==> src/design/nrc_pkg.sv <==
// Shared types and constants for the row-major index converter.
// No dependencies.
`timescale 1ns / 1ps
`default_nettype none
package nrc_pkg;

  localparam int unsigned IDX_W  = 32;
  localparam int unsigned SIZE_W = 8;
  localparam int unsigned CNT_W  = 3;
  localparam int unsigned REG_W  = 3;
  localparam int unsigned STEP_BITS = 8;

  typedef enum logic [1:0] {
    ST_OK    = 2'd0,
    ST_COUNT = 2'd1,
    ST_RANGE = 2'd2,
    ST_ZERO  = 2'd3
  } status_t;

  typedef enum logic [REG_W-1:0] {
    REG_NUM_DIMS = 3'd0,
    REG_SIZE_D0  = 3'd1,
    REG_SIZE_D1  = 3'd2,
    REG_SIZE_D2  = 3'd3,
    REG_SIZE_D3  = 3'd4
  } reg_idx_t;

  typedef struct packed {
    logic                         valid;
    logic                         op;
    logic [CNT_W-1:0]             n;
    logic [CNT_W-1:0]             cnt;
    logic                         scalar;
    logic                         zero;
    logic [3:1][SIZE_W-1:0]       m;
    logic [3:1][IDX_W-1:0]        a;
    logic [IDX_W-1:0]             acc;
    logic [IDX_W-1:0]             prod;
    logic [IDX_W-1:0]             w;
    logic [SIZE_W-1:0]            rem;
    logic [3:1][SIZE_W-1:0]       r;
  } item_t;

endpackage
`default_nettype wire

==> src/design/nrc_div_stage.sv <==
// Eight restoring-division steps of a 32-bit word by an 8-bit divisor.
// Depends on nrc_pkg.
`timescale 1ns / 1ps
`default_nettype none
module nrc_div_stage (
  input  wire logic [nrc_pkg::IDX_W-1:0]  w_in,
  input  wire logic [nrc_pkg::SIZE_W-1:0] rem_in,
  input  wire logic [nrc_pkg::SIZE_W-1:0] divisor,
  output logic      [nrc_pkg::IDX_W-1:0]  w_out,
  output logic      [nrc_pkg::SIZE_W-1:0] rem_out
);
  import nrc_pkg::*;

  logic [IDX_W-1:0]  w;
  logic [SIZE_W-1:0] r;
  logic [SIZE_W:0]   t;

  // w shifts dividend bits out at the top and quotient bits in at the bottom
  always_comb begin
    w = w_in;
    r = rem_in;
    t = '0;
    for (int i = 0; i < STEP_BITS; i++) begin
      t = {r, w[IDX_W-1]};
      if (t >= {1'b0, divisor}) begin
        t = t - {1'b0, divisor};
        w = {w[IDX_W-2:0], 1'b1};
      end else begin
        w = {w[IDX_W-2:0], 1'b0};
      end
      r = t[SIZE_W-1:0];
    end
    w_out   = w;
    rem_out = r;
  end

endmodule
`default_nettype wire

==> config.mk <==
export PLATFORM = sky130hd
export DESIGN_NAME = nrc_div_stage
export DESIGN_NICKNAME = d
export VERILOG_FILES = /design/src/design/nrc_pkg.sv /design/src/design/nrc_div_stage.sv
export SDC_FILE = /design/constraint.sdc
export NUM_CORES = 1
export LEC_CHECK = 0
export ABC_AREA = 1
export BUFFER_PORTS_ARGS = -buffer_cell sky130_fd_sc_hd__buf_2
export CAP_MARGIN = 40
export CORE_ASPECT_RATIO = 0.6
export CORE_UTILIZATION = 36
export DETAILED_ROUTE_END_ITERATION = 10
export GPL_TIMING_DRIVEN = 0
export SYNTH_ARGS = -nofsm -noshare
export SYNTH_HDL_FRONTEND = slang
export SYNTH_SLANG_ARGS = --single-unit
==> constraint.sdc <==
create_clock -name vclk -period 31
set_input_delay 1.55 -clock vclk [all_inputs]
set_output_delay 1.55 -clock vclk [all_outputs]
set_load 0.03 [all_outputs]
==> results.md <==
| Result | Value | Unit |
| --- | --- | --- |
| Result of the run | finished, final reports clean | - |
| Routed via count | 4301 | - |
| Total core area | 0.0107 | mm^2 |
| Final worst-path cycle share | 0.613 | - |
| Wire length of the first global-routing pass | 18500 | um |
| Vias per inst | 4.94 | - |
| Minimum setup slack after placement | 12.19 | ns |
| Most common cell after layout, fill and taps aside | sky130_fd_sc_hd__nand2_1 | - |
| FP Rows | 29 | - |
| Total count of max-transition violations in the final report | 0 | - |
| Number of failing setup endpoints in the final timing report | 0 | - |
| Number of sequential cells in the layout | 0 | - |
| Highest clock rate | 52.6 | MHz |
| Sequential Area | 0 | um^2 |
| Congestion Overflow GR | 0 | - |
| Family with the most delay on the worst path | compound AO/OA/AOI/OAI gates | - |
| Vias in the first global route | 3791 | - |
| Number of hold-repair buffers added at the cts stage | 0 | - |
| Area leader, netlist | sky130_fd_sc_hd__ha_1 | - |
| Slack of the critical path | 11.99 | ns |
| Combined area of the multi-input logic cells | 0.00336 | mm^2 |
| Area of the die | 0.0117 | mm^2 |
| Summed area of non-filler cells in the final layout | 0.00454 | mm^2 |
| Number of standard cells after synthesis | 668 | - |
| Cell Area, Placed | 0.00454 | mm^2 |
| Crit start category | primary input | - |
| Net total in the final layout | 854 | - |
| Fraction of final layout cells with drive strength greater than 1 | 0.194 | - |
| Total GRT Usage | 0.193 | - |
| Number of nets with antenna violations after detailed routing | 0 | - |
| Synthesized Nets | 788 | - |
| Top-area cell type share of the netlist area | 0.198 | - |
| Final TNS setup | 0 | ns |
| Initial Utilization | 0.377 | - |
| Buffers plus inverters on the worst setup path | 21 | - |
| Classification of the worst setup path | primary input to output port | - |
| Area delta synth->final | 12.2 | % |
| Final estimated routing congestion in global placement | 0.893 | - |
| Number of violations reported at the end of detailed-routing iteration 0 | 374 | - |
| Clock buffers | 0 | - |
| Worst hold path class | primary input to output port | - |
| Count of warnings emitted by yosys | 0 | - |
| Die extent in x | 139 | um |
| Worst EP required | 29.45 | ns |
| Number of port buffers | 64 | - |
| Actual transition at the worst max-transition pin | 0.581 | ns |
| Hpwl dp | 9630 | um |
| Cell variety after synth | 33 | - |
| Filler cell count | 1152 | - |
| Max Cap Viol | 0 | - |
| Avg Inst Size Synth | 6.06 | um^2 |
| Routed len/inst | 13.1 | um |
| Buffers inserted during post-CTS setup optimization | 0 | - |
| Top-level port count | 88 | - |
| Share of the core filled with cells | 0.423 | - |
| Post-synthesis instance area | 0.00405 | mm^2 |
| Dominant cell type by count on the critical path | sky130_fd_sc_hd__nand2_1 | - |
| Worst slew slack as a fraction of its limit | 0.608 | - |
| Final Hold Viols | 0 | - |
| Highest-count cells in the layout ignoring fill and taps | sky130_fd_sc_hd__nand2_1, sky130_fd_sc_hd__inv_1, sky130_fd_sc_hd__ha_1, sky130_fd_sc_hd__buf_2, sky130_fd_sc_hd__nand3_1 | - |
| Category of the worst setup path capture point | output port | - |
| Sequential cell area fraction in the yosys report | 0 | - |
| Initial antenna violation count | 0 | - |
| Max incr delay on CP | 0.43 | ns |
| Antenna fix cells | 0 | - |
| CTS resizes | 0 | - |
| DRC Markers | 0 | - |
| Cell with the biggest individual delay on the critical path | sky130_fd_sc_hd__o21ai_0 | - |
| Wire length reported by the detailed router | 11400 | um |
| Worst EP arrival | 17.46 | ns |
| Overall die height | 84.2 | um |
| Minimum clock period after layout | 19.01 | ns |
| Pre-antenna DRT Iters | 7 | - |
| Unrepaired setup endpoints after global routing | no | - |
| Area contributors post-synth | sky130_fd_sc_hd__ha_1, sky130_fd_sc_hd__nand2_1, sky130_fd_sc_hd__inv_1 | - |
| Largest net degree at the start of global routing | 11 | - |
| Largest fanout on the critical path | 10 | - |
-- kinds of logic (layout without fill, tap and decap cells) --
family	after synthesis	in the layout	share of synthesized area
buffers and inverters	148	212	0.171
AOI/OAI and AO/OA	90	90	0.127
xor gates and xnor gates	42	42	0.0908
and+or+nand+nor	316	316	0.375
adders and majority gates	72	72	0.237
-- cell usage after synthesis --
cell                         n
sky130_fd_sc_hd__a21o_1      2
sky130_fd_sc_hd__a21oi_1    39
sky130_fd_sc_hd__a21oi_2     3
sky130_fd_sc_hd__a21oi_4     1
sky130_fd_sc_hd__buf_4      26
sky130_fd_sc_hd__buf_6       5
sky130_fd_sc_hd__fa_1        8
sky130_fd_sc_hd__ha_1       64
sky130_fd_sc_hd__inv_1     114
sky130_fd_sc_hd__inv_2       3
sky130_fd_sc_hd__nand2_1   174
sky130_fd_sc_hd__nand2_2    14
sky130_fd_sc_hd__nand2_4     3
sky130_fd_sc_hd__nand3_1    51
sky130_fd_sc_hd__nand3_2     8
sky130_fd_sc_hd__nand3_4     4
sky130_fd_sc_hd__nand3b_1    3
sky130_fd_sc_hd__nand4_1    10
sky130_fd_sc_hd__nor2_1     31
sky130_fd_sc_hd__nor2_2      2
sky130_fd_sc_hd__nor2_4      6
sky130_fd_sc_hd__nor3_1      6
sky130_fd_sc_hd__nor4_1      1
sky130_fd_sc_hd__o21a_1      5
sky130_fd_sc_hd__o21ai_0    27
sky130_fd_sc_hd__o21ai_1     5
sky130_fd_sc_hd__o21ai_2     1
sky130_fd_sc_hd__o21bai_1    6
sky130_fd_sc_hd__o311ai_0    1
sky130_fd_sc_hd__or2_2       2
sky130_fd_sc_hd__or4_1       1
sky130_fd_sc_hd__xnor2_1    16
sky130_fd_sc_hd__xor2_1     26
-- worst paths after layout --
check / end / from / depth (start not counted) / slack (ns)
hold / removal: w_out[10] / w_in[2] / 2 / 3.35
setup / recovery: rem_out[3] / divisor[1] / 107 / 11.99
-- per-stage QoR --
step	cells	hold WS (ns)
2_1_floorplan	668	3.23
3_3_place_gp	871	3.35
3_5_place_dp	871	3.35
4_1_cts	871	3.35
5_1_grt	871	3.35
6_report	871	3.35
-- final cells by class --
type | instances | area share
multi-input combinational | 520 | 0.739
inverter | 117 | 0.0966
timing repair buffer | 64 | 0.0705
buffer | 31 | 0.0553
tap | 139 | 0.0383
-- per-layer routing --
metal | share of wire | up-vias | global-route usage | wire length (um)
li1 | - | 2257 | - | -
met3 | 0.065 | 2 | 0.00970 | 740
met2 | 0.39 | 123 | 0.292 | 4390
met4 | 0.00070 | 0 | 0.00202 | 8
met5 | 0 | - | 0 | 0
met1 | 0.55 | 1919 | 0.311 | 6250
Power is left out: the tool's default activity adds up to more than one toggle a clock period on the data nets, which glitch-free logic cannot reach.
