<file path="config.mk">
export PLATFORM = sky130hd
export DESIGN_NAME = nrc_horner_stage
export DESIGN_NICKNAME = d
export VERILOG_FILES = /design/src/design/nrc_pkg.sv /design/src/design/nrc_horner_stage.sv
export SDC_FILE = /design/constraint.sdc
export NUM_CORES = 1
export LEC_CHECK = 0
export ABC_AREA = 1
export BUFFER_PORTS_ARGS = -buffer_cell sky130_fd_sc_hd__buf_4
export CORE_ASPECT_RATIO = 0.8
export CORE_UTILIZATION = 30
export DETAILED_ROUTE_END_ITERATION = 12
export PLACE_DENSITY_LB_ADDON = 0.25
export SLEW_MARGIN = 10
export SYNTH_ARGS = -nofsm -noshare
export SYNTH_HDL_FRONTEND = slang
export SYNTH_SLANG_ARGS = --single-unit
export TNS_END_PERCENT = 100
</file>
<file path="constraint.sdc">
create_clock -name vclk -period 8.12
set_clock_uncertainty 0.05 [all_clocks]
set_input_delay 1.624 -clock vclk [all_inputs]
set_output_delay 1.624 -clock vclk [all_outputs]
set_load 0.005 [all_outputs]
</file>
<file path="src/design/nrc_pkg.sv">
// Shared types and constants for the row-major index converter.
// No dependencies.
`timescale 1ns / 1ps
`default_nettype none
package nrc_pkg;

  localparam int unsigned IDX_W  = 32;
  localparam int unsigned SIZE_W = 8;
  localparam int unsigned CNT_W  = 3;
  localparam int unsigned REG_W  = 3;
  localparam int unsigned STEP_BITS = 8;

  typedef enum logic [1:0] {
    ST_OK    = 2'd0,
    ST_COUNT = 2'd1,
    ST_RANGE = 2'd2,
    ST_ZERO  = 2'd3
  } status_t;

  typedef enum logic [REG_W-1:0] {
    REG_NUM_DIMS = 3'd0,
    REG_SIZE_D0  = 3'd1,
    REG_SIZE_D1  = 3'd2,
    REG_SIZE_D2  = 3'd3,
    REG_SIZE_D3  = 3'd4
  } reg_idx_t;

  typedef struct packed {
    logic                         valid;
    logic                         op;
    logic [CNT_W-1:0]             n;
    logic [CNT_W-1:0]             cnt;
    logic                         scalar;
    logic                         zero;
    logic [3:1][SIZE_W-1:0]       m;
    logic [3:1][IDX_W-1:0]        a;
    logic [IDX_W-1:0]             acc;
    logic [IDX_W-1:0]             prod;
    logic [IDX_W-1:0]             w;
    logic [SIZE_W-1:0]            rem;
    logic [3:1][SIZE_W-1:0]       r;
  } item_t;

endpackage
`default_nettype wire

</file>
<file path="src/design/nrc_horner_stage.sv">
// One Horner step: acc*m + a, and the running size product.
// Depends on nrc_pkg.
`timescale 1ns / 1ps
`default_nettype none
module nrc_horner_stage (
  input  wire logic [nrc_pkg::IDX_W-1:0]  acc_in,
  input  wire logic [nrc_pkg::IDX_W-1:0]  prod_in,
  input  wire logic [nrc_pkg::SIZE_W-1:0] mult,
  input  wire logic [nrc_pkg::IDX_W-1:0]  addend,
  output logic      [nrc_pkg::IDX_W-1:0]  acc_out,
  output logic      [nrc_pkg::IDX_W-1:0]  prod_out
);
  import nrc_pkg::*;

  logic [IDX_W+SIZE_W-1:0] acc_mul;
  logic [IDX_W+SIZE_W-1:0] prod_mul;

  always_comb begin
    acc_mul  = acc_in * mult;
    prod_mul = prod_in * mult;
    acc_out  = acc_mul[IDX_W-1:0] + addend;
    prod_out = prod_mul[IDX_W-1:0];
  end

endmodule
`default_nettype wire

</file>
==> metrics, run 1 <==
status finished, final reports clean; top cells by area, synth fa_1 (44%), inv_1 (18%), nand2_1 (16%); post-synthesis cell count 2312; Worst Tran Pin Value 0.599 ns; standard-cell row count 74; Ports 168; crit end category output port; post-layout min period 7.78 ns; CP Cell Sequence buf_4 -> buf_4 -> nand2_1 -> inv_1 -> fa_1 -> fa_1 -> inv_1 -> fa_1 -> inv_1 -> ha_1 -> a21oi_1 -> nor2_1 -> nor2_1 -> nand3_1 -> nand2_1 -> nand3_1 -> nand2_1 -> nand2_1 -> buf_4; max-cap violations 0; most instantiated cells after synthesis inv_1 (754), nand2_1 (663), fa_1 (342), ha_1 (81), clkbuf_1 (75); busiest grt layer met2; RSZ-0062 raised after global routing false; Final WS setup 0.344 ns; die area 53300 µm²; Initial Utilization 0.306; first-pass GRT wire length 74400 µm; Buf+Inv Stages, Crit Path 6; Max rail drop VDD 0.331 mV; share of cells above drive strength 1 0.0941; largest net degree at the start of global routing 50; switching share of power 0.581; core footprint 51400 µm²; antenna violations before repair 4; GR Layer Usage met1 0.256; die width 258 µm; placed cell count 3075; count leader, synth inv_1; Switch Pwr 3960 µW; Worst Setup Slack post-DPL 0.283 ns; Setup crit start kind primary input; Net Count, Synth 2839; Crit Path Max Fanout 34; post-synth top area share 0.436; Critical Path AT 6.10 ns; Slew Limit Fails 0; met2 Use GR 0.281; Mean Syn Cell Area 6.79 µm²; # fillers 5665; clock buffers 0; HP Start addend[0]; pwr/cell area 388 nW/µm²; residual DRC count 0; final number of setup-violating endpoints 0; M3 GR Usage 0.0215; clock power share 0; hold depth 3; # port buffers 168; total congestion overflow 0; most frequent CP cell nand2_1; register area 0 µm²; Area growth, synth to finish 11.9%; Synth cell types 35; Core Util, Final 0.342; hpwl dp 38000 µm; postcts setup bufs 0; DRT Wirelength 44800 µm; via count 13500; Lkg Pwr 0.0114 µW; Reg power frac 0; family with the most delay on the worst path adder cells; Seq cells 0; Rel. slew slack 0.600; Syn Std Cell Area 15700 µm²; Yosys top cell by area fa_1; HP Class primary input to output port; vias per inst 4.39; cell internal pwr 2860 µW; total iterations of the first detailed-routing run 7; fin crit share 0.958; YS warnings 0; largest stage delay on the critical path 0.54 ns; post-synthesis sequential area ratio 0; Cell Count, Final, Fillers Out 3077; hold_buf cts 0; slowest CP cell fa_1; setup TNS 0 ns; FMAX 0.129 GHz; WS Path Type primary input to output port; DR iter-0 viols 705; routability cong. 0.927; WHS Endpoint acc_out[0]; GRT Util Overall 0.173; final net count 2920; critical path required time 6.45 ns; final hold vios 0; Die H 207 µm; Routed WL per cell 14.6 µm; hold_ws 3.49 ns; Post-DRT Antenna Nets 0; Gate power share 1.000; vias in the first global route 14400
[worst max-delay path by stage]
stage | from | to | slack, ns | cells after the start
6_report | mult[0] | prod_out[28] | 0.34 | 19
5_1_grt | mult[5] | prod_out[31] | 0.03 | 20
4_1_cts | mult[4] | prod_out[31] | 0.27 | 20
3_5_place_dp | mult[4] | prod_out[31] | 0.28 | 20
3_3_place_gp | mult[4] | acc_out[29] | 0.24 | 20
2_1_floorplan | mult[2] | prod_out[26] | 0.91 | 19
[metal layers]
layer,vias to the layer above,share of wire,wire length (µm)
met2,339,0.44,19800
met5,-,0.00040,18
met4,4,0.0057,257
met3,19,0.061,2730
met1,6564,0.49,22000
li1,6582,-,-
[placed cells by master, fill, tap and decap left out, drive strengths merged, types with 13 or more instances in the layout]
cell     n
buf    181
nand2  678
xnor2   13
o21ai   36
nand3   66
fa     342
ha      81
inv    764
a21oi   66
nor2    69
xor2    38
nand4   15
[cell type report]
| cell class | count | area (µm²) | share of cell area |
|---|---|---|---|
| multi-input combinational | 1445 | 12400 | 0.708 |
| timing repair buffer | 181 | 1400 | 0.0797 |
| antenna | 2 | 5.00 | 0.000285 |
| inverter | 765 | 2870 | 0.163 |
| tap | 684 | 856 | 0.0487 |
[cell families (layout without fill, tap and decap cells)]
kind of cell	after synthesis	in the layout	share of synthesized area
other	0	2	0
AO/OA/AOI/OAI	127	127	0.0454
AND/OR/NAND/NOR	844	844	0.218
adder cells (fa/ha/maj)	423	423	0.500
XOR/XNOR	51	51	0.0284
buffers and inverters	867	946	0.208
[repair_timing]
action                     CTS  global route
hold endpoints to repair     0             0
setup endpoints to repair    0             4
resized for setup            0             1
[worst min-delay path, delay by kind of cell]
family	cells	cell delay (ns)
adders and majority gates	1	0.11
buffers and inverters	2	0.18
[stage by stage]
step / instance area [µm²] / power, µW
after floorplan: 15700 / 4180
after global placement: 17600 / 6840
after detailed placement: 17600 / 6850
after CTS: 17600 / 6890
after global routing: 17600 / 7640
final: 17600 / 6820
[power by group through the flow]
| stage | clock network [µW] | registers (µW) | logic (µW) |
|---|---|---|---|
| after floorplan | 0 | 0 | 4170 |
| after global placement | 0 | 0 | 6840 |
| after detailed placement | 0 | 0 | 6850 |
| after CTS | 0 | 0 | 6890 |
| after global routing | 0 | 0 | 7640 |
| final | 0.0000330 | 0 | 6820 |
Power figures use the tool's default switching activity.
==> inputs of run 2 (changes only) <==
CELL_PAD_IN_SITES_DETAIL_PLACEMENT = 2   (was default)
CELL_PAD_IN_SITES_GLOBAL_PLACEMENT = 2   (was default)
==> metrics, run 2 (synthesis results as in run 1) <==
via count 14000 (was 13500); die width 258 µm (unchanged); standard-cell row count 74 (unchanged); total iterations of the first detailed-routing run 4 (was 7); register area 0 µm² (unchanged); setup TNS 0 ns (unchanged); fin crit share 0.971 (was 0.958); Core Util, Final 0.343 (was 0.342); Initial Utilization 0.306 (unchanged); crit end category output port (unchanged); pwr/cell area 398 nW/µm² (was 388 nW/µm²); most common cell after layout, fill and taps aside inv_1 (unchanged); core footprint 51400 µm² (unchanged); Rel. slew slack 0.606 (was 0.600); FMAX 0.127 GHz (was 0.129 GHz); hold_ws 3.51 ns (was 3.49 ns); Die H 207 µm (unchanged); Slew Limit Fails 0 (unchanged); area of the multi-input gates 12400 µm² (unchanged); Ports 168 (unchanged); commonest cells after routing, fill and taps aside inv_1 (754), nand2_1 (663), fa_1 (342) (unchanged); total congestion overflow 0 (unchanged); Post-DRT Antenna Nets 0 (unchanged); post-layout min period 7.89 ns (was 7.78 ns); Seq cells 0 (unchanged); DRT Wirelength 53200 µm (was 44800 µm); share of cells above drive strength 1 0.0967 (was 0.0941); RSZ-0062 raised after global routing false (unchanged); Lkg Pwr 0.0115 µW (was 0.0114 µW); finished layout cell area 17600 µm² (about the same); family with the most delay on the worst path adder cells (unchanged); # fillers 6210 (was 5665); most frequent CP cell fa_1 (was nand2_1); final number of setup-violating endpoints 0 (unchanged); DR iter-0 viols 400 (was 705); WS Path Type primary input to output port (unchanged); Final WS setup 0.232 ns (was 0.344 ns); status finished, final reports clean (unchanged); CP Cell Sequence buf_4 -> nand2_1 -> fa_1 -> fa_1 -> inv_1 -> fa_1 -> inv_1 -> fa_1 -> inv_1 -> ha_1 -> a21oi_1 -> o21ai_0 -> a21oi_1 -> or2_1 -> nand3_1 -> nand2_1 -> nand2_1 -> buf_4 (was buf_4 -> buf_4 -> nand2_1 -> inv_1 -> fa_1 -> fa_1 -> inv_1 -> fa_1 -> inv_1 -> ha_1 -> a21oi_1 -> nor2_1 -> nor2_1 -> nand3_1 -> nand2_1 -> nand3_1 -> nand2_1 -> nand2_1 -> buf_4); die area 53300 µm² (unchanged); Crit Path Max Fanout 37 (was 34); Area growth, synth to finish 12.3% (was 11.9%); Post-DP Area 17600 µm² (about the same); critical path required time 6.45 ns (about the same); clock buffers 0 (unchanged); Worst Setup Slack post-DPL 0.216 ns (was 0.283 ns); HP Class primary input to output port (unchanged); antenna violations before repair 4 (unchanged); routability cong. 0.855 (was 0.927); residual DRC count 0 (unchanged); largest net degree at the start of global routing 46 (was 50); vias per inst 4.55 (was 4.39); Max rail drop VDD 0.281 mV (was 0.331 mV); final hold vios 0 (unchanged); postcts setup bufs 0 (unchanged); GRT Util Overall 0.205 (was 0.173); hpwl dp 46800 µm (was 38000 µm); # port buffers 168 (unchanged); Critical Path AT 6.21 ns (was 6.10 ns); slowest CP cell fa_1 (unchanged); first-pass GRT wire length 87000 µm (was 74400 µm); Buf+Inv Stages, Crit Path 5 (was 6); final net count 2927 (was 2920); Routed WL per cell 17.2 µm (was 14.6 µm); Worst Tran Pin Value 0.591 ns (was 0.599 ns); largest stage delay on the critical path 0.55 ns (was 0.54 ns); max-cap violations 0 (unchanged); vias in the first global route 16600 (was 14400); Setup crit start kind primary input (unchanged)
==> run 2: timing repair <==
item                                    4_1_cts  5_1_grt
gates resized for setup                       0        3
endpoints found under the setup margin        0        3
endpoints found under the hold margin         0        0
hold buffers                                  0        0
==> run 2: cell type report <==
type / instances / share of cell area
inverters: 765 / 0.163
well taps: 684 / 0.0485
diodes: 3 / 0.000426
repair buffers: 188 / 0.0828
multi-input cells: 1445 / 0.705
==> run 2: final timing paths <==
kind  startpoint      endpoint  slack (ns)  cells past startpoint
min    addend[0]    acc_out[0]        3.51                      3
max      mult[4]  prod_out[26]        0.23                     18
==> run 2: layer usage <==
metal	track usage	up-vias	wire [µm]
met5	0	-	13
met1	0.276	7282	24900
met3	0.0122	20	1270
li1	-	6580	-
met2	0.380	150	26800
met4	0.0110	2	269
==> run 2: tightest hold or removal path, stage by stage <==
cell	delay, ns
buf_4	0.08
ha_1	0.13
buf_4	0.10
==> run 2: report_power, final <==
group | switching (µW) | internal (µW) | leakage [µW]
combinational | 4130 | 2890 | 0.0115
sequential | 0 | 0 | 0
clock | 0 | 0.0000495 | 0.0000000190
==> run 2: per-stage QoR <==
stage | cells | total power (µW)
after floorplan | 2312 | 4180
after global placement | 3082 | 6920
after detailed placement | 3082 | 7120
after CTS | 3082 | 7150
after global routing | 3082 | 7840
final | 3085 | 7020
